### src/sv/vector2_refract_assert.svh
`ifndef VECTOR2_REFRACT_ASSERT_SVH
`define VECTOR2_REFRACT_ASSERT_SVH

// same-cycle implication check
`define V2R_ASSERT_IMP(label, clk, rst, ante, cons) \
   label: assert property (@(posedge clk) disable iff (rst) (ante) |-> (cons)) \
      else $error("implication check failed");

// next-cycle implication check
`define V2R_ASSERT_NXT(label, clk, rst, ante, cons) \
   label: assert property (@(posedge clk) disable iff (rst) (ante) |=> (cons)) \
      else $error("next-cycle check failed");

`endif

### src/sv/v2r_pkg.sv
`default_nettype none

package v2r_pkg;

   localparam int WORD_BITS = 16;
   localparam int REG_BITS = 16;
   localparam int IW = 41;
   localparam int PW = 84;
   localparam int SPLIT = 20;
   localparam int CSR_IDX_BITS = 1;

   localparam logic [CSR_IDX_BITS-1:0] REG_INCIDENT = 1'b0;
   localparam logic [CSR_IDX_BITS-1:0] REG_TRANSMITTED = 1'b1;
   localparam logic [REG_BITS-1:0] INDEX_RESET = 16'd4096;

   typedef logic signed [WORD_BITS-1:0] word_type;
   typedef logic signed [IW-1:0] ival_type;
   typedef logic signed [PW-1:0] prod_type;

   localparam ival_type LIM = 41'sd1099511627775;
   localparam prod_type P_LIM = 84'sd1099511627775;
   localparam prod_type P_SAT = 84'sd4611686018427387904;

   typedef struct packed {
      word_type dir_x;
      word_type dir_y;
      word_type normal_x;
      word_type normal_y;
   } req_type;

   typedef struct packed {
      word_type out_x;
      word_type out_y;
      logic total_reflection;
      logic clipped;
   } rsp_type;

   typedef struct packed {
      ival_type n;
      ival_type nn;
      logic busy;
   } cfg_type;

   typedef struct packed {
      logic tir;
      ival_type nd;
      ival_type ndx;
      ival_type ndy;
      ival_type rx;
      ival_type ry;
      word_type dir_x;
      word_type dir_y;
      word_type normal_x;
      word_type normal_y;
   } side_type;

   function automatic ival_type clamp(input prod_type v);
      if (v > P_LIM) return LIM;
      if (v < -P_LIM) return -LIM;
      return v[IW-1:0];
   endfunction

   // scale a full product by 2^-frac, optional round half up, with saturation
   function automatic ival_type fx_scale(input prod_type p, input int frac, input logic rnd);
      prod_type q;
      if (p > P_SAT || p < -P_SAT) return (p < 0) ? -LIM : LIM;
      q = p;
      if (rnd) q = q + (prod_type'(1) <<< (frac - 1));
      return clamp(q >>> frac);
   endfunction

endpackage

`default_nettype wire

### src/sv/v2r_cfg.sv
`default_nettype none

`include "vector2_refract_assert.svh"

module v2r_cfg #(
   parameter int FRAC_BITS = 12
) (
   input  logic clock,
   input  logic reset,
   input  logic csr_valid,
   output logic csr_ready,
   input  logic [v2r_pkg::CSR_IDX_BITS-1:0] csr_index,
   input  logic [v2r_pkg::REG_BITS-1:0] csr_data,
   output v2r_pkg::cfg_type cfg_out
);

   localparam int RB = v2r_pkg::REG_BITS;
   localparam int DVW = RB + FRAC_BITS;
   localparam int CW = $clog2(DVW);
   localparam logic [1:0] ST_IDLE = 2'd0;
   localparam logic [1:0] ST_DIV = 2'd1;
   localparam logic [1:0] ST_SQR = 2'd2;
   localparam v2r_pkg::ival_type ONE_FX = v2r_pkg::ival_type'(1) <<< FRAC_BITS;

   logic [1:0] state_ff, state_in;
   logic [RB-1:0] inc_ff, inc_in, tra_ff, tra_in;
   logic [DVW-1:0] qr_ff, qr_in;
   logic [RB-1:0] rem_ff, rem_in;
   logic [CW-1:0] cnt_ff, cnt_in;
   v2r_pkg::ival_type n_ff, n_in, nn_ff, nn_in;
   logic [RB:0] trial;
   logic [RB:0] diff;
   logic ge;
   logic [2*DVW-1:0] nsq;
   logic wr;

   assign csr_ready = (state_ff == ST_IDLE);
   assign wr = csr_valid && csr_ready;
   assign trial = {rem_ff, qr_ff[DVW-1]};
   assign ge = trial >= {1'b0, tra_ff};
   assign diff = trial - {1'b0, tra_ff};
   assign nsq = qr_ff * qr_ff;

   always_comb begin
      state_in = state_ff;
      inc_in = inc_ff;
      tra_in = tra_ff;
      qr_in = qr_ff;
      rem_in = rem_ff;
      cnt_in = cnt_ff;
      n_in = n_ff;
      nn_in = nn_ff;
      if (wr && csr_index == v2r_pkg::REG_INCIDENT) inc_in = csr_data;
      if (wr && csr_index == v2r_pkg::REG_TRANSMITTED) tra_in = csr_data;
      case (state_ff)
         ST_IDLE: begin
            if (wr) begin
               state_in = ST_DIV;
               qr_in = {inc_in, {FRAC_BITS{1'b0}}};
               rem_in = '0;
               cnt_in = '0;
            end
         end
         ST_DIV: begin
            rem_in = ge ? diff[RB-1:0] : trial[RB-1:0];
            qr_in = {qr_ff[DVW-2:0], ge};
            cnt_in = cnt_ff + CW'(1);
            if (cnt_ff == CW'(DVW - 1)) state_in = ST_SQR;
         end
         ST_SQR: begin
            if (tra_ff == '0) begin
               n_in = v2r_pkg::LIM;
               nn_in = v2r_pkg::LIM;
            end else begin
               n_in = v2r_pkg::ival_type'(qr_ff);
               nn_in = v2r_pkg::fx_scale(v2r_pkg::prod_type'(nsq), FRAC_BITS, 1'b0);
            end
            state_in = ST_IDLE;
         end
         default: begin
            state_in = ST_IDLE;
         end
      endcase
   end

   always_ff @(posedge clock) begin
      if (reset) begin
         state_ff <= ST_IDLE;
         inc_ff <= v2r_pkg::INDEX_RESET;
         tra_ff <= v2r_pkg::INDEX_RESET;
         n_ff <= ONE_FX;
         nn_ff <= ONE_FX;
         cnt_ff <= '0;
      end else begin
         state_ff <= state_in;
         inc_ff <= inc_in;
         tra_ff <= tra_in;
         n_ff <= n_in;
         nn_ff <= nn_in;
         cnt_ff <= cnt_in;
      end
      qr_ff <= qr_in;
      rem_ff <= rem_in;
   end

   assign cfg_out.n = n_ff;
   assign cfg_out.nn = nn_ff;
   assign cfg_out.busy = (state_ff != ST_IDLE);

   `V2R_ASSERT_NXT(a_write_starts_update, clock, reset, wr, state_ff == ST_DIV)

endmodule

`default_nettype wire

### config.mk
export PLATFORM = sky130hd
export DESIGN_NAME = v2r_cfg
export DESIGN_NICKNAME = d
export VERILOG_FILES = /design/src/sv/v2r_pkg.sv /design/src/sv/v2r_cfg.sv
export VERILOG_INCLUDE_DIRS = /design/src /design/src/sv
export SDC_FILE = /design/constraint.sdc
export NUM_CORES = 2
export LEC_CHECK = 0
export BUFFER_PORTS_ARGS = -buffer_cell sky130_fd_sc_hd__buf_4
export CORE_ASPECT_RATIO = 1.4
export CORE_MARGIN = 10
export CORE_UTILIZATION = 63
export CTS_CLUSTER_SIZE = 16
export DETAILED_ROUTE_END_ITERATION = 8
export PLACE_DENSITY = 0.85
export SLEW_MARGIN = 10
export SYNTH_ARGS = -nofsm -noshare
export SYNTH_HDL_FRONTEND = slang
export SYNTH_SLANG_ARGS = --single-unit
### constraint.sdc
create_clock -name clock -period 8.6 [get_ports clock]
set_input_delay 1.29 -clock clock [delete_from_list [all_inputs] [get_ports clock]]
set_output_delay 1.29 -clock clock [all_outputs]
set_load 0.02 [all_outputs]
# After elaboration in Yosys (flattened, before gate mapping)
# Cells that the tools add are included.
dict set report word_totals {
  reg_bits 165
  inputBits 20
  output_inout_bits 84
  wordCells 53
}
dict set report classes {
  addsub 2
  mul 1
  magnitude_cmp 3
  eq_ne 5
  muxes 24
  n_bitwise 1
  n_reduce_logical 9
}
# operator n
set op_table {}
lappend op_table {{two-way mux 41 bit} 5}
lappend op_table {{multiplier 28 x 28 -> 56 bit} 1}
lappend op_table {{case mux 28 bit (2 select lines)} 1}
lappend op_table {{two-way mux 16 bit} 3}
lappend op_table {{< comparator 45 x 41 -> 1 bit, second input constant} 1}
lappend op_table {{> comparator 44 x 40 -> 1 bit, second input constant} 1}
lappend op_table {{two-way mux 40 bit} 1}
lappend op_table {{case mux 16 bit (2 select lines)} 1}
lappend op_table {{two-way mux 28 bit} 1}
lappend op_table {{>= comparator 17 x 16 -> 1 bit} 1}
lappend op_table {{zero test 16 bit} 1}
lappend op_table {{subtractor 16 bit} 1}
lappend op_table {{case mux 5 bit (2 select lines)} 1}
lappend op_table {{two-way mux 1 bit} 7}
lappend op_table {{adder 5 x 1 -> 5 bit, second input constant} 1}
lappend op_table {{== test 5 bit, second input constant} 1}
lappend op_table {{two-way mux 5 bit} 1}
lappend op_table {{two-way mux 2 bit} 2}
lappend op_table {{case mux 2 bit (2 select lines)} 1}
lappend op_table {{AND reduction 2 bit} 2}
lappend op_table {{nonzero test 2 bit} 2}
lappend op_table {{logical AND 1 bit} 3}
lappend op_table {{== test 2 x 1 -> 1 bit, second input constant} 1}
lappend op_table {{== test 2 bit, second input constant} 1}
lappend op_table {{other kinds (4)} 4}

# Depth between registers and ports, before layout
dict set report depth {
  word_depth 11
  depth_mapped 31
  ltp_nobuf 26
}

# Worst setup path after synthesis
# Ideal clock, no wire load.
dict set report synth_timing {
  path_kind {reg2reg}
  start {register qr_ff[7]}
  end {register nn_ff[10]}
  setup_time_ps 146
  arrival_ps 7229
  required_ps 8454
  slack_ps 1225
  path_stages_with_launch 29
  n_path_buf 4
  period_less_slack_ps 7375
  cell_sequence {edfxtp_1 clkbuf_1 clkbuf_1 nand2_1 fa_1 inv_1 fa_1 inv_1 fa_1 inv_1 fa_1 fa_1 fa_1 inv_1 fa_1 inv_1 ha_1 and2_1 and3_1 a221oi_2 o31ai_4 a211oi_2 nor4_2 mux2_1 nand3_1 and4_1 buf_2 buf_6 a211oi_2}
}
dict set report synth_via {
  elab_chain_len 9
  word_cells_on_any_way 14
  cone_classes {mul (1); order compare (2); mux (11)}
}
# item line_no
set synth_lines {}
lappend synth_lines {{from (decl)} v2r_cfg.sv:27} ;# logic [DVW-1:0] qr_ff, qr_in;
lappend synth_lines {{from (signal assigned)} v2r_cfg.sv:102} ;# qr_ff <= qr_in;
lappend synth_lines {{multiplier 28 x 28 -> 56 bit *} v2r_cfg.sv:42} ;# assign nsq = qr_ff * qr_ff;
lappend synth_lines {{< comparator 45 x 41 -> 1 bit} v2r_pkg.sv:59} ;# if (v < -P_LIM) return -LIM;
lappend synth_lines {{two-way mux 1 bit (2 in a row)} v2r_pkg.sv:59}
lappend synth_lines {{two-way mux 1 bit} v2r_cfg.sv:71} ;# if (tra_ff == '0) begin
lappend synth_lines {{two-way mux 1 bit} v2r_cfg.sv:55} ;# case (state_ff)
lappend synth_lines {{two-way mux 41 bit} v2r_pkg.sv:60} ;# return v[IW-1:0];
lappend synth_lines {{two-way mux 41 bit *} v2r_pkg.sv:59}
lappend synth_lines {{two-way mux 41 bit *} v2r_cfg.sv:71}
lappend synth_lines {{to (signal assigned)} v2r_cfg.sv:99} ;# nn_ff <= nn_in;
lappend synth_lines {{to (decl)} v2r_cfg.sv:30} ;# v2r_pkg::ival_type n_ff, n_in, nn_ff, nn_in;
# Every way passes the cells marked *; elsewhere a longest branch is shown, timed or not. The select of a mux whose other input is x is not followed.
# A chain may end at the register's enable or synchronous reset.

# Worst setup path in the final report
dict set report layout_timing {
  start {register qr_ff[8]}
  end {register nn_ff[15]}
}
# Same word-level chain as after synthesis.

==> flow_metrics.tcl <==
set metrics [dict create \
    die_area_um2 56200 \
    slew_violations 0 \
    ys_types 73 \
    slew_headroom_pct 21.0 \
    grt_pass1_wl_um 129000 \
    final_antenna_net_count 0 \
    critical_path_class "reg2reg" \
    cts_buffer_depth 2 \
    clk_pin_slew_ns 0.07 \
    fin_setup_tns_ns 0 \
    critPathRequiredTime_ns 8.92 \
    drc 0 \
    gr-usage-all-layers_pct 29.4 \
    die_w_um 203 \
    holdCritPathClass "reg2reg" \
    most-common-layout-cells "inv_1 (939), fa_1 (611), nand2_1 (305)" \
    final_common_cell "inv_1" \
    yosys_warnings 0 \
    cp_data_arrival_time_ns 8.62 \
    globalRouteMet3Util_pct 5.79 \
    fp-row-count 93 \
    clkLatencyLatePin_ns 0.49 \
    hold_viol 0 \
    cts_sinks 153 \
    drive_gt1_share_pct 7.90 \
    clock-root-buffer "clkbuf_16" \
    cts_tree "done" \
    finalWirelength_um 81400 \
    synthesis.area_um2 29600 \
    grt_max_degree 69 \
    vias 22700 \
    io_pins 104 \
    grtUsageMet2_pct 51.4 \
    met1_usage_pct 29.8 \
    via_per_inst 5.73 \
    core_um2 46200 \
    place_area_um2 31000 \
    drt_iter0_markers 1757 \
    min_period_over_period_pct 96.4 \
    gp_congestion 0.986 \
    setup-violations-final 0 \
    worstSetupStartpointType "register" \
    die_y_um 276 \
    synthFlopType "dfxtp_1" \
    overflow 0 \
    synth_edf_count 44 \
    syn_to_final_growth_pct 6.81 \
    first_pass_iters 9 \
    ys_ff_latch 153 \
    syn_avg_cell_area_um2 8.98 \
    syn_nets 4160 \
    grt_pass1_vias 25300 \
    initial_core_util_pct 64.1 \
    fin_area_um2 31600 \
    grt_antenna_before_repair 0 \
    finalCriticalPeriod_ns 8.29 \
    crit_fanout 20 \
    worstMarginPinSlew_ns 1.19 \
    fin_nets 4190 \
    wl_per_cell_um 20.6 \
    status "completed" \
    holdBufCountCts 0 \
    synth-async-reset-ratio_pct 0 \
    h-tree-depth 4 \
    hpwl_um 65400 \
    seq_area_frac_synth_pct 11.8 \
    io_buffers 102 \
    synthCells 3297 \
    numCtsBuffers 17 \
    rsz0062_at_grt "no" \
    cp-end-kind "register" \
    fmax_ghz 0.121 \
    grt-busiest-layer "met2" \
    cap_violations 0 \
    finalClockSkew_ns 0.0277 \
]
## what timing repair did
item	in CTS	in global routing
buffers inserted	0	3
resized for setup	0	0
setup endpoints to repair	0	11
## critical path, stage by stage (launching register included)
cell	delay (ns)
edfxtp_1	1.00
and2_1	0.31
fa_1	0.46
fa_1	0.52
inv_1	0.06
fa_1	0.60
fa_1	0.47
fa_1	0.50
inv_1	0.06
fa_1	0.54
inv_1	0.06
fa_1	0.60
inv_1	0.07
ha_1	0.40
and2_1	0.22
and3_1	0.21
nand3_1	0.13
o31ai_4	0.33
a211oi_2	0.15
nor4_2	0.35
mux2_1	0.38
nand3_1	0.11
and4_2	0.29
buf_12	0.20
a211oi_2	0.09
## cell families after synthesis
logic type | count (synthesis) | synth area share [%]
and+or+nand+nor | 806 | 12.6
buffers and inverters | 1100 | 14.2
other | 1 | 0.0127
adders and majority gates | 843 | 51.1
DFF | 153 | 11.8
muxes | 32 | 1.09
AOI/OAI and AO/OA | 292 | 7.04
xor gates and xnor gates | 70 | 2.07
## worst paths after layout
path         startpoint   endpoint  slack [ns]  cells after the start
min           tra_ff[4]  tra_ff[4]        0.48                      2
max reg2reg    qr_ff[8]  nn_ff[15]        0.31                     24
min reg2reg   tra_ff[4]  tra_ff[4]        0.48                      2
max            qr_ff[8]  nn_ff[15]        0.31                     24
## flip-flops by register name (all words and copies together) (netlist names)
| signal | count |
|---|---|
| nn_ff | 41 |
| n_ff | 29 |
| qr_ff | 28 |
| inc_ff | 16 |
| rem_ff | 16 |
| tra_ff | 16 |
| cnt_ff | 5 |
| state_ff | 2 |
## per-layer routing
layer	share of wire, %	vias to the layer above	routed length, µm
li1	-	9812	-
met1	31	11100	24900
met2	51	1227	41600
met3	8.5	519	6900
met4	9.8	0	8020
met5	0	-	0
## synthesized netlist by cell type, drive strengths merged, types with 3 or more instances
cell type  count  share of area, %
a211oi        47               1.9
a21boi         3             0.076
a21o          28              0.71
a21oi        106               1.8
a221oi         3              0.11
a31oi          9              0.19
a41oi          3             0.089
and2         145               3.1
and3           7              0.15
and4           5              0.15
buf           21              0.54
clkbuf       136               1.7
dfxtp        109               7.4
edfxtp        44               4.5
fa           611                41
ha           232               9.8
inv          941                12
mux2           3              0.11
mux2i         29              0.98
nand2        305               3.9
nand2b         7              0.15
nand3         11              0.19
nand4         24              0.51
nor2         199               2.5
nor2b         10              0.21
nor3          64               1.1
nor4           9              0.21
o211ai         4              0.10
o21ai         44              0.78
o21bai        14              0.36
o221ai         4              0.12
o31ai          3              0.12
o41ai          4              0.12
or2            9              0.19
or3            4              0.10
xnor2         41               1.2
xor2          29              0.86
## cell type report
class	instances	area (µm²)
multi-input cells	2044	21900
fillers	3433	14600
inverters	943	3540
flip-flops and latches	153	3500
repair buffers	168	1310
well taps	617	772
clock buffers	18	429
clock inverters	14	154
diodes	1	2.50
## through the flow
step / instances / hold slack [ns] / setup slack (ns) / util, %
after floorplan: 3297 / 0.440 / 1.22 / -
after global placement: 3922 / 0.461 / 0.575 / 67.1
after detailed placement: 3922 / 0.467 / 0.496 / 67.1
after CTS: 3954 / 0.477 / 0.373 / 68.3
after global routing: 3957 / 0.502 / 0.0912 / 68.4
final: 3958 / 0.479 / 0.308 / 68.4
Power is not shown: default switching activity piles up to over one toggle a cycle in this logic, so the estimate is an artifact.
