--- config.mk ---
export PLATFORM = sky130hd
export DESIGN_NAME = v2r_cell
export DESIGN_NICKNAME = d
export VERILOG_FILES = /design/src/sv/vector2_refract_assert.svh /design/src/sv/v2r_pkg.sv /design/src/sv/v2r_cell.sv
export SDC_FILE = /design/constraint.sdc
export NUM_CORES = 1
export LEC_CHECK = 0
export BUFFER_PORTS_ARGS = -buffer_cell sky130_fd_sc_hd__clkbuf_2
export CAP_MARGIN = 20
export CORE_AREA = 2 2 291 293
export CTS_CLUSTER_DIAMETER = 150
export DETAILED_ROUTE_END_ITERATION = 8
export DIE_AREA = 0 0 293 295
export GPL_ROUTABILITY_DRIVEN = 1
export SYNTH_ARGS = -nofsm -noshare
export SYNTH_HDL_FRONTEND = slang
export SYNTH_SLANG_ARGS = --single-unit
--- constraint.sdc ---
create_clock -name clock -period 5.99 [get_ports clock]
set_clock_uncertainty 0.2 [all_clocks]
set_input_delay 0.599 -clock clock [delete_from_list [all_inputs] [get_ports clock]]
set_output_delay 0.599 -clock clock [all_outputs]
set_load 0.005 [all_outputs]
--- src/sv/vector2_refract_assert.svh ---
`ifndef VECTOR2_REFRACT_ASSERT_SVH
`define VECTOR2_REFRACT_ASSERT_SVH

// same-cycle implication check
`define V2R_ASSERT_IMP(label, clk, rst, ante, cons) \
   label: assert property (@(posedge clk) disable iff (rst) (ante) |-> (cons)) \
      else $error("implication check failed");

// next-cycle implication check
`define V2R_ASSERT_NXT(label, clk, rst, ante, cons) \
   label: assert property (@(posedge clk) disable iff (rst) (ante) |=> (cons)) \
      else $error("next-cycle check failed");

`endif

--- src/sv/v2r_pkg.sv ---
`default_nettype none

package v2r_pkg;

   localparam int WORD_BITS = 16;
   localparam int REG_BITS = 16;
   localparam int IW = 41;
   localparam int PW = 84;
   localparam int SPLIT = 20;
   localparam int CSR_IDX_BITS = 1;

   localparam logic [CSR_IDX_BITS-1:0] REG_INCIDENT = 1'b0;
   localparam logic [CSR_IDX_BITS-1:0] REG_TRANSMITTED = 1'b1;
   localparam logic [REG_BITS-1:0] INDEX_RESET = 16'd4096;

   typedef logic signed [WORD_BITS-1:0] word_type;
   typedef logic signed [IW-1:0] ival_type;
   typedef logic signed [PW-1:0] prod_type;

   localparam ival_type LIM = 41'sd1099511627775;
   localparam prod_type P_LIM = 84'sd1099511627775;
   localparam prod_type P_SAT = 84'sd4611686018427387904;

   typedef struct packed {
      word_type dir_x;
      word_type dir_y;
      word_type normal_x;
      word_type normal_y;
   } req_type;

   typedef struct packed {
      word_type out_x;
      word_type out_y;
      logic total_reflection;
      logic clipped;
   } rsp_type;

   typedef struct packed {
      ival_type n;
      ival_type nn;
      logic busy;
   } cfg_type;

   typedef struct packed {
      logic tir;
      ival_type nd;
      ival_type ndx;
      ival_type ndy;
      ival_type rx;
      ival_type ry;
      word_type dir_x;
      word_type dir_y;
      word_type normal_x;
      word_type normal_y;
   } side_type;

   function automatic ival_type clamp(input prod_type v);
      if (v > P_LIM) return LIM;
      if (v < -P_LIM) return -LIM;
      return v[IW-1:0];
   endfunction

   // scale a full product by 2^-frac, optional round half up, with saturation
   function automatic ival_type fx_scale(input prod_type p, input int frac, input logic rnd);
      prod_type q;
      if (p > P_SAT || p < -P_SAT) return (p < 0) ? -LIM : LIM;
      q = p;
      if (rnd) q = q + (prod_type'(1) <<< (frac - 1));
      return clamp(q >>> frac);
   endfunction

endpackage

`default_nettype wire

--- src/sv/v2r_cell.sv ---
`default_nettype none

module v2r_cell #(
   parameter int XW = 52,
   parameter int SHIFT = 50
) (
   input  logic clock,
   input  logic reset,
   input  logic in_valid,
   input  logic [XW-1:0] in_x,
   input  logic [XW-1:0] in_res,
   input  v2r_pkg::side_type in_side,
   output logic out_valid,
   output logic [XW-1:0] out_x,
   output logic [XW-1:0] out_res,
   output v2r_pkg::side_type out_side
);

   localparam logic [XW-1:0] BIT_VAL = {{(XW-1){1'b0}}, 1'b1} << SHIFT;

   logic valid_ff;
   logic [XW-1:0] x_ff, x_in, res_ff, res_in, trial;
   v2r_pkg::side_type side_ff;
   logic take;

   assign trial = in_res + BIT_VAL;
   assign take = in_x >= trial;
   assign x_in = take ? in_x - trial : in_x;
   assign res_in = take ? (in_res >> 1) + BIT_VAL : in_res >> 1;

   always_ff @(posedge clock) begin
      if (reset) begin
         valid_ff <= 1'b0;
      end else begin
         valid_ff <= in_valid;
      end
      x_ff <= x_in;
      res_ff <= res_in;
      side_ff <= in_side;
   end

   assign out_valid = valid_ff;
   assign out_x = x_ff;
   assign out_res = res_ff;
   assign out_side = side_ff;

endmodule

`default_nettype wire

### After elaboration in Yosys (flattened, before gate mapping)

Index checks and enable logic that the tools add are counted.

* bits in registers: 375
* bits of input ports: 377
* output and inout port bits: 375
* logic and storage cells: 20

* add/subtract/negate cells: 3
* $lt $le $gt $ge: 1
* mux-type cells: 2

Operator list (number)
* $add 51x51->52 const B: 1
* $add 52x51->52 const B: 1
* $ge 52x52->1: 1
* $mux 52: 1
* $sub 52x52->52: 1
* $mux 51: 1

### Logic depth before layout (Yosys ltp)

Gate-level depths: netlist of run 1.

* depth after elaboration: 3
* depth in mapped cells: 14
* mapped depth without buffers: 12

### Worst setup path before layout of run 1

Ideal clock, no wire load.

* path type: input to register
* start: in in_x[0]
* end: reg x_ff[48], in the netlist out_x[48]
* setup time: 0.096 ns
* arrival time: 2.984 ns
* path slack: 2.711 ns
* stages: 13
* cells stage by stage: inv_1 -> ha_1 -> fa_1 -> nand2b_1 -> a21o_1 -> a311o_1 -> o211ai_2 -> a21oi_4 -> a211oi_4 -> nor2_4 -> buf_6 -> buf_6 -> o41ai_2

* cells in the longest elaborated chain, start to end: 2
* elaborated cells between the ends (all ways): 3
* classes of those cells: 1 x add/sub; 1 x order compare; 1 x mux

RTL lines
* from (decl): RTL line v2r_cell.sv:10 `input logic [XW-1:0] in_x,`
* $sub 52x52->52 or $ge 52x52->1 (tied branches): RTL line v2r_cell.sv:28, v2r_cell.sv:27
* $mux 52 (*): RTL line v2r_cell.sv:28 `assign x_in = take ? in_x - trial : in_x;`
* net x_in[48]: RTL line v2r_cell.sv:22 `logic [XW-1:0] x_ff, x_in, res_ff, res_in, trial;`
* to (signal assigned): RTL line v2r_cell.sv:37 `x_ff <= x_in;`
* to (decl): RTL line v2r_cell.sv:22

Mark *: on every way through the listed nets, which the timed path passes. The rest lies on a longest branch.
A chain may end at the register's enable or synchronous reset.

### Final worst setup path of run 1

* start: in in_res[30]
* end: reg x_ff[33], in the netlist out_x[33]

* cells in the longest elaborated chain, start to end: 3
* elaborated cells between the ends (all ways): 4
* classes of those cells: 2 x add/sub; 1 x order compare; 1 x mux

RTL lines
* from (decl): RTL line v2r_cell.sv:11 `input logic [XW-1:0] in_res,`
* $add 52x51->52 (*): RTL line v2r_cell.sv:26 `assign trial = in_res + BIT_VAL;`
* $sub 52x52->52 or $ge 52x52->1 (tied branches): RTL line v2r_cell.sv:28, v2r_cell.sv:27
* $mux 52 (*): RTL line v2r_cell.sv:28
* net x_in[33]: RTL line v2r_cell.sv:22

Marked as above.

==> results of run 1 <==
## placed cells by master, fill, tap and decap left out, types with 6 or more instances in the layout
master / Yosys / routed
clkbuf_2: 0 / 751
dfxtp_1: 375 / 375
dlygate4sd3_1: 0 / 346
nand2_1: 89 / 89
o21ai_0: 78 / 78
inv_1: 58 / 58
a21oi_1: 53 / 53
ha_1: 52 / 52
clkbuf_16: 0 / 48
xnor2_1: 29 / 29
a21o_1: 29 / 29
nor2_1: 25 / 25
diode_2: 0 / 20
xor2_1: 20 / 20
nand4_1: 18 / 18
o21bai_1: 10 / 10
nor3_1: 10 / 10
a31oi_1: 9 / 9
bufinv_16: 0 / 9
clkbuf_8: 0 / 9
nand3_1: 8 / 8
nand2b_1: 7 / 7
and2_1: 7 / 7
or3_1: 7 / 7
o211ai_1: 6 / 6
clkinvlp_4: 0 / 6
## registers in the layout, indices dropped and copies added, names as in the netlist
signal,cells
out_valid,1
out_x,52
out_res,52
out_side,270
## power by group
| group | switching, mW | internal (mW) |
|---|---|---|
| Sequential | 0.0650 | 2.69 |
| Clock | 1.28 | 1.99 |
| Combinational | 0.635 | 0.535 |
| Total | 1.98 | 5.21 |
## cell families (layout without fill, tap and decap cells)
family / count (synthesis) / in the layout / synth area share, %
DFF: 375 / 375 / 65.4
AOI/OAI and AO/OA: 234 / 234 / 13.1
and+or+nand+nor: 193 / 193 / 7.99
buffers and inverters: 95 / 1244 / 3.61
adders and majority gates: 53 / 53 / 5.85
xor gates and xnor gates: 49 / 49 / 3.74
muxes: 3 / 3 / 0.284
other: 0 / 20 / 0
## path summary, 6_finish.rpt
check | from | to | cells past startpoint
worst max-delay path | in_res[30] | out_x[33]$_DFF_P_ | 13
worst min-delay path | in_res[48] | out_res[47]$_DFF_P_ | 1
## per-stage QoR
stage	setup WS, ps	power, mW	area (µm²)	hold WS, ps	std cells
after floorplan	2710	3.20	11500	427	1002
after global placement	1510	3.77	16400	501	2798
after detailed placement	1540	3.77	16400	503	2798
after CTS	1630	7.31	21600	0.151	3231
after global routing	1520	7.50	21700	3.08	3246
final	1770	7.19	21700	3.03	3251
## worst max-delay path, stage by stage
cell           delay [ps]
dlygate4sd3_1         570
clkbuf_2              130
inv_1                  50
ha_1                  440
nand4_1               470
nor4_1                730
nand4_1               170
and2_1                200
a211oi_4              360
nor2_4                230
buf_4                 320
nand2_1               100
o21ai_0                90
## final cells by class
| type | instances | share of cell area (%) |
|---|---|---|
| Sequential cell | 375 | 34.6 |
| Timing Repair Buffer | 1099 | 33.4 |
| Multi-Input combinational cell | 532 | 16.4 |
| Tap cell | 1080 | 6.23 |
| Clock buffer | 62 | 6.20 |
| Clock inverter | 25 | 1.98 |
| Inverter | 58 | 1.00 |
| Antenna cell | 20 | 0.231 |
## metal layers
layer | share of wire [%] | global-route usage, % | vias to the layer above
met5 | 0 | 0 | -
met4 | 4.9 | 7.84 | 0
met3 | 9.5 | 7.10 | 123
met2 | 49 | 31.9 | 570
met1 | 37 | 18.8 | 5616
li1 | - | - | 5672
==> impl_metrics.env, run 1 <==
export IMPL_syn_instance_count=1002
export IMPL_synth_area_um2=11500
export IMPL_place_congestion=0.893
export IMPL_synth_main_ff_cell="dfxtp_1"
export IMPL_antenna_found_initial=34
export IMPL_cts_tree="yes"
export IMPL_synth_area_leader_cell="dfxtp_1"
export IMPL_crit_required_ps=6240
export IMPL_dpl_hpwl_um=67700
export IMPL_critPathKind="in -> reg"
export IMPL_wl_um=81300
export IMPL_cts_setup_buffers=0
export IMPL_layout_nets=2543
export IMPL_syn_num_nets=1432
export IMPL_status="complete, no violations"
export IMPL_vdd_ir_drop_worst_mv=0.222
export IMPL_cts_resized=0
export IMPL_grt_max_degree=43
export IMPL_crit_path_max_fanout=42
export IMPL_ys_async_sr_fraction_pct=0
export IMPL_critPathCaptureType="flip-flop"
export IMPL_finalCritPeriodShare_pct=70.5
export IMPL_min_path_type="in -> reg"
export IMPL_drtPass1Iterations=5
export IMPL_yosys_top_cells_area="dfxtp_1, ha_1, o21ai_0"
export IMPL_cp_data_arrival_time_ps=4470
export IMPL_final_antenna_net_count=0
export IMPL_holdBufCountCts=346
export IMPL_synth_edf_count=0
export IMPL_max_slew_margin_pct=43.4
export IMPL_wl_per_cell_um=25.0
export IMPL_period_minus_slack_ps=4220
export IMPL_hold_viol_final=0
export IMPL_fmaxAchievable_ghz=0.237
export IMPL_worst_pin_slew_ps=847
export IMPL_dieWidth_um=293
export IMPL_num_vias=12000
export IMPL_grt_ovfl_total=0
export IMPL_setup_violations_final=0
export IMPL_postLayoutCoreUtil_pct=26.1
export IMPL_die_area_um2=86400
export IMPL_drc=0
export IMPL_synth_seq_cells=375
export IMPL_cts_sinks=375
export IMPL_syn_to_final_growth_pct=89.1
export IMPL_multi_input_area_um2=3550
export IMPL_ctsRootBufferMaster="clkbuf_16"
export IMPL_yosysTopAreaCellShare_pct=65.4
export IMPL_clockBufferDepth=3
export IMPL_seq_area_um2=7510
export IMPL_slew_violations=0
export IMPL_synth_most_common_cell="dfxtp_1"
export IMPL_track_usage_pct=18.0
export IMPL_drive_gt1_share_pct=39.7
export IMPL_cts_buffers=47
export IMPL_ys_warn_count=0
export IMPL_clk_pin_slew_ps=60
export IMPL_drt_iter0_markers=408
export IMPL_core_area_um2=83200
export IMPL_grt_pass1_vias=12400
export IMPL_ctsHtreeMaxLevel=2
export IMPL_ys_types=64
export IMPL_rows=106
export IMPL_setup_tns_ps=0
export IMPL_synth_seq_area_share_pct=65.4
export IMPL_power_density_nw_per_um2=332
export IMPL_routed_via_density=3.69
export IMPL_cp_start_kind="input pin"
export IMPL_die_y_um=295
export IMPL_nFillCells=8860
export IMPL_avgSynthCellArea_um2=11.4
export IMPL_start_util_pct=13.8
export IMPL_p_leak_nw=10.4
export IMPL_grt_setup_unrepaired="no"
export IMPL_numPortBuffers=751
export IMPL_maxCapViolCount=0
export IMPL_ios=752
export IMPL_synthTopCellsByCount="dfxtp_1, nand2_1, o21ai_0, inv_1, a21oi_1"
export IMPL_grt_pass1_wl_um=106000
Power figures use the tool's default switching activity.
==> run 2, diff against run 1 <==
--- a/config.mk
+++ b/config.mk
@@ -5,12 +5,13 @@
 export SDC_FILE = /design/constraint.sdc
 export NUM_CORES = 1
 export LEC_CHECK = 0
+export ABC_AREA = 1
 export BUFFER_PORTS_ARGS = -buffer_cell sky130_fd_sc_hd__clkbuf_2
 export CAP_MARGIN = 20
-export CORE_AREA = 2 2 291 293
+export CORE_AREA = 2 2 294 296
 export CTS_CLUSTER_DIAMETER = 150
 export DETAILED_ROUTE_END_ITERATION = 8
-export DIE_AREA = 0 0 293 295
+export DIE_AREA = 0 0 296 298
 export GPL_ROUTABILITY_DRIVEN = 1
 export SYNTH_ARGS = -nofsm -noshare
 export SYNTH_HDL_FRONTEND = slang
==> constraint.sdc (replaced) <==
create_clock -name clock -period 3.5 [get_ports clock]
set_clock_uncertainty 0.2 [all_clocks]
set_input_delay 0.35 -clock clock [delete_from_list [all_inputs] [get_ports clock]]
set_output_delay 0.35 -clock clock [all_outputs]
set_load 0.005 [all_outputs]
==> run 2 against run 1 <==
  * Utilization increased by 2.0 points
  * Final cell count grew 22%
  * Sequential power grew 72%
  * Via count rose by 20%
  * Largest cell class is now buffers
  * Highest routed layer is now met5
==> impl_metrics.env, run 2 <==
export IMPL_cts_setup_buffers=0
export IMPL_postLayoutCoreUtil_pct=28.1
export IMPL_synth_area_leader_cell="dfxtp_1"
export IMPL_cp_data_arrival_time_ps=3330
export IMPL_dpl_hpwl_um=82900
export IMPL_numPortBuffers=751
export IMPL_hold_depth=2
export IMPL_synth_seq_cells=375
export IMPL_dieWidth_um=296
export IMPL_final_antenna_net_count=0
export IMPL_holdBufCountCts=376
export IMPL_core_area_um2=84900
export IMPL_p_leak_nw=12.6
export IMPL_drc=0
export IMPL_status="complete, no violations"
export IMPL_num_vias=14400
export IMPL_dp_cells=3472
export IMPL_synth_seq_area_share_pct=57.0
export IMPL_power_density_nw_per_um2=515
export IMPL_instances_no_fill=3965
export IMPL_worst_pin_slew_ps=554
export IMPL_final_cell_mix="clkbuf_2, nand2_1, dlygate4sd3_1"
export IMPL_crit_path_max_fanout=30
export IMPL_ys_types=32
export IMPL_syn_to_final_growth_pct=80.9
export IMPL_start_util_pct=15.5
export IMPL_routed_via_density=3.64
export IMPL_place_congestion=0.930
export IMPL_avgSynthCellArea_um2=8.32
export IMPL_critPathKind="in -> reg"
export IMPL_cts_sinks=375
export IMPL_yosysTopAreaCellShare_pct=57.0
export IMPL_crit_required_ps=3800
export IMPL_wl_um=97800
export IMPL_syn_instance_count=1582
export IMPL_drt_iter0_markers=685
export IMPL_setup_violations_final=0
export IMPL_grt_ovfl_total=0
export IMPL_maxCapViolCount=0
export IMPL_slew_violations=0
export IMPL_grt_max_degree=31
export IMPL_rows=107
export IMPL_grt_setup_unrepaired="no"
export IMPL_synth_edf_count=0
export IMPL_min_path_type="in -> reg"
export IMPL_place_area_um2=18300
export IMPL_drtPass1Iterations=5
export IMPL_max_slew_margin_pct=63.0
export IMPL_grt_pass1_wl_um=127000
export IMPL_ctsRootBufferMaster="clkbuf_16"
export IMPL_vdd_ir_drop_worst_mv=0.325
export IMPL_critPathCaptureType="flip-flop"
export IMPL_synth_area_um2=13200
export IMPL_track_usage_pct=21.6
export IMPL_hold_viol_final=0
export IMPL_largest_reg_flops=270
export IMPL_fmaxAchievable_ghz=0.330
export IMPL_ys_async_sr_fraction_pct=0
export IMPL_stdcell_area_um2=23800
export IMPL_yosys_top_cells_area="dfxtp_1, nand2_1, inv_1"
export IMPL_ys_warn_count=0
export IMPL_ctsHtreeMaxLevel=2
export IMPL_wl_per_cell_um=24.7
export IMPL_totalPowerFinal_mw=12.3
export IMPL_synth_main_ff_cell="dfxtp_1"
export IMPL_synthTopCellsByCount="nand2_1, dfxtp_1, inv_1, nor2_1, ha_1"
export IMPL_cp_start_kind="input pin"
export IMPL_layout_nets=3183
export IMPL_period_minus_slack_ps=3030
export IMPL_cts_resized=0
export IMPL_cts_buffers=47
export IMPL_antenna_found_initial=46
export IMPL_synth_most_common_cell="nand2_1"
export IMPL_setup_tns_ps=0
export IMPL_clk_pin_slew_ps=60
export IMPL_cts_tree="yes"
export IMPL_die_y_um=298
export IMPL_drive_gt1_share_pct=31.3
export IMPL_mostFrequentLayoutCell="clkbuf_2"
export IMPL_die_area_um2=88200
export IMPL_syn_num_nets=2012
export IMPL_clockBufferDepth=3
export IMPL_finalCritPeriodShare_pct=86.7
export IMPL_ios=752
export IMPL_grt_pass1_vias=15300
run 2: changes by cell type after synthesis, moves of 29 or more:
| cell | change |
|---|---|
| a21o_1 | -29 |
| inv_1 | +261 |
| nand2_1 | +410 |
| nand3_1 | +42 |
| nor2_1 | +59 |
| o21ai_0 | -73 |
run 2: layout make-up:
cell class,count,area [µm²]
fill,9339,61100
timing repair buffer,1136,7610
sequential,375,7510
multi-input combinational,867,4330
tap,1144,1430
clock buffer,63,1360
inverter,326,1220
clock inverter,21,274
antenna,33,82.6
run 2: where the power goes:
part / internal (mW) / switching, mW
logic: 0.968 / 1.36
registers: 4.60 / 0.123
clock network: 3.10 / 2.11
total: 8.67 / 3.59
run 2: worst paths after layout:
path,startpoint,endpoint,slack (ps)
max,in_res[19],out_x[17]$_DFF_P_,470
min,in_side[184],out_side[184]$_DFF_P_,160
run 2: layer usage:
layer | up-vias | routed length, µm | GRT usage (%)
met3 | 158 | 11400 | 10.9
met1 | 6557 | 35500 | 21.9
li1 | 7139 | - | -
met2 | 556 | 45200 | 36.2
met4 | 10 | 5570 | 11.0
met5 | - | 75 | 0
run 2: critical path, cell delays in order:
cell,delay [ps]
dlygate4sd3_1,590
clkbuf_2,130
inv_1,80
ha_1,340
nand2_1,150
inv_1,50
nand2_1,60
nand2_1,100
inv_1,80
nand2_1,80
nand3b_2,330
nand2_2,150
nand3_4,340
buf_12,320
nand2_1,70
o21ai_1,60
run 2: through the flow:
step | setup WS [ps] | hold slack [ps]
6_report | 467 | 156
5_1_grt | 297 | 146
4_1_cts | 445 | 117
3_5_place_dp | 432 | 254
3_3_place_gp | 443 | 253
2_1_floorplan | 1230 | 178
run 2: kinds of logic after synthesis:
kind of cell               count (synthesis)  share of synthesized area (%)
and+or+nand+nor                          716                           23.0
adders and majority gates                 53                           5.09
xor gates and xnor gates                  29                           1.93
buffers and inverters                    340                           10.1
AOI/OAI and AO/OA                         69                           2.82
DFF                                      375                           57.0
==> run 3, diff against run 2 <==
--- a/config.mk
+++ b/config.mk
@@ -9,10 +9,12 @@
 export BUFFER_PORTS_ARGS = -buffer_cell sky130_fd_sc_hd__clkbuf_2
 export CAP_MARGIN = 20
 export CORE_AREA = 2 2 294 296
+export CTS_BUF_LIST = sky130_fd_sc_hd__clkbuf_2 sky130_fd_sc_hd__clkbuf_4 sky130_fd_sc_hd__clkbuf_8
 export CTS_CLUSTER_DIAMETER = 150
 export DETAILED_ROUTE_END_ITERATION = 8
 export DIE_AREA = 0 0 296 298
 export GPL_ROUTABILITY_DRIVEN = 1
+export SETUP_SLACK_MARGIN = 0.4
 export SYNTH_ARGS = -nofsm -noshare
 export SYNTH_HDL_FRONTEND = slang
 export SYNTH_SLANG_ARGS = --single-unit
==> run 3 against run 2 <==
  * Final cell count increased by 1.4%
  * Combinational power is essentially flat
  * Final area up 0.49%
  * Sequential power barely moved
  * Count of clock-buffer cells in the layout increased by 41
  * Die area stayed put
  * Via count is 1.3% higher
  * Setup slack improved by 150 ps
  * First-iteration DRC count is 6.3% lower
  * Utilization grew 0.14 points
  * Sequential cell count unchanged
  * Critical path depth unchanged
  * Critical path type unchanged
==> impl_metrics.env, run 3 (synthesis gave the netlist of run 2 again) <==
export IMPL_ctsHtreeMaxLevel=3
export IMPL_grt_max_degree=31
export IMPL_dpl_hpwl_um=82900
export IMPL_nFillCells=9356
export IMPL_slew_violations=0
export IMPL_final_cell_mix="clkbuf_2, nand2_1, dlygate4sd3_1"
export IMPL_cp_start_kind="input pin"
export IMPL_cp_data_arrival_time_ps=3230
export IMPL_path_common_cell="nand2_1"
export IMPL_die_y_um=298
export IMPL_wl_per_cell_um=24.4
export IMPL_totalPowerFinal_mw=12.3
export IMPL_largest_reg_flops=270
export IMPL_p_leak_nw=12.7
export IMPL_setup_tns_ps=0
export IMPL_vdd_ir_drop_worst_mv=0.263
export IMPL_hold_depth=2
export IMPL_place_congestion=0.930
export IMPL_period_minus_slack_ps=2890
export IMPL_grt_ovfl_total=0
export IMPL_ios=752
export IMPL_drc=0
export IMPL_die_area_um2=88200
export IMPL_seq_area_um2=7510
export IMPL_core_area_um2=84900
export IMPL_grt_setup_unrepaired="no"
export IMPL_setup_violations_final=0
export IMPL_fmaxAchievable_ghz=0.346
export IMPL_crit_required_ps=3840
export IMPL_crit_chain="dlygate4sd3_1, clkbuf_2, inv_1, ha_1, nand2_1, inv_1, nand2_1, nand2_1, inv_1, nand2_1, nand3b_2, nand2_2, nand3_4, buf_12, nand2_1, o21ai_1"
export IMPL_power_density_nw_per_um2=515
export IMPL_maxCapViolCount=0
export IMPL_clk_pin_slew_ps=70
export IMPL_cts_resized=0
export IMPL_grt_pass1_vias=15400
export IMPL_drive_gt1_share_pct=32.8
export IMPL_clockBufferDepth=3
export IMPL_grt_pass1_wl_um=128000
export IMPL_syn_to_final_growth_pct=81.8
export IMPL_num_vias=14600
export IMPL_start_util_pct=15.5
export IMPL_numPortBuffers=751
export IMPL_critPathKind="in -> reg"
export IMPL_drtPass1Iterations=7
export IMPL_ctsRootBufferMaster="clkbuf_8"
export IMPL_cts_tree="yes"
export IMPL_worst_path_max_delay_cell="dlygate4sd3_1"
export IMPL_worst_pin_slew_ps=500
export IMPL_cts_sinks=375
export IMPL_cts_setup_buffers=0
export IMPL_dieWidth_um=296
export IMPL_min_path_type="in -> reg"
export IMPL_crit_family="simple AND/OR/NAND/NOR gates"
export IMPL_max_slew_margin_pct=66.6
export IMPL_cpPeakStageDelay_ps=600
export IMPL_wl_um=98100
export IMPL_drt_iter0_markers=642
export IMPL_critPathCaptureType="flip-flop"
export IMPL_path_depth=16
export IMPL_rows=107
export IMPL_cp_buffers_inverters=6
export IMPL_cts_buffers=75
export IMPL_status="complete, no violations"
export IMPL_routed_via_density=3.63
export IMPL_layout_nets=3212
export IMPL_track_usage_pct=21.6
export IMPL_multi_input_area_um2=4340
export IMPL_hold_viol_final=0
export IMPL_finalCritPeriodShare_pct=82.5
export IMPL_final_antenna_net_count=0
export IMPL_antenna_found_initial=45
export IMPL_mostFrequentLayoutCell="clkbuf_2"
export IMPL_crit_path_max_fanout=30
-- run 3: cell count changes in the layout (fill, tap and decap cells not counted), sizes merged --
cell	before	now
diode	33	32
clkinv	10	18
inv	331	329
clkinvlp	1	7
clkbuf	814	855
bufinv	5	7
nand3	58	59
-- run 3: layer usage --
metal	part of all wire (%)	vias up	global-route usage, %
li1	-	7210	-
met4	5.4	14	11.3
met5	0.10	-	0
met1	37	6628	22.0
met2	46	596	36.1
met3	11	157	10.9
-- run 3: stage by stage --
step	std cells	setup slack (ps)	hold WS (ps)	util [%]	instance area, µm²
after floorplan	1582	1230	178	-	13200
after global placement	3472	443	253	21.6	18300
after detailed placement	3472	432	254	21.6	18300
after CTS	3987	525	9.36	28.1	23800
after global routing	4012	448	51.1	28.2	23900
final	4020	614	93.2	28.2	23900
-- run 3: final cells by class --
type,count,share of cell area (%)
Antenna cell,32,0.335
Clock buffer,104,5.64
Clock inverter,35,1.63
Inverter,326,5.11
Multi-Input combinational cell,868,18.1
Sequential cell,375,31.4
Tap cell,1144,5.98
Timing Repair Buffer,1136,31.8
-- run 3: worst paths after layout --
| kind | startpoint | end | slack, ps |
|---|---|---|---|
| min | in_side[156] | out_side[156]$_DFF_P_ | 90 |
| max | in_res[19] | out_x[17]$_DFF_P_ | 610 |
-- run 3: repair_timing --
| item | CTS | global route |
|---|---|---|
| hold endpoints to repair | 375 | 0 |
| setup endpoints to repair | 0 | 15 |
| hold buffers | 376 | 0 |
-- run 3: report_power, final --
part	switching (mW)	internal [mW]
Clock	2.21	3.05
Combinational	1.36	0.969
Sequential	0.123	4.60
Total	3.70	8.62
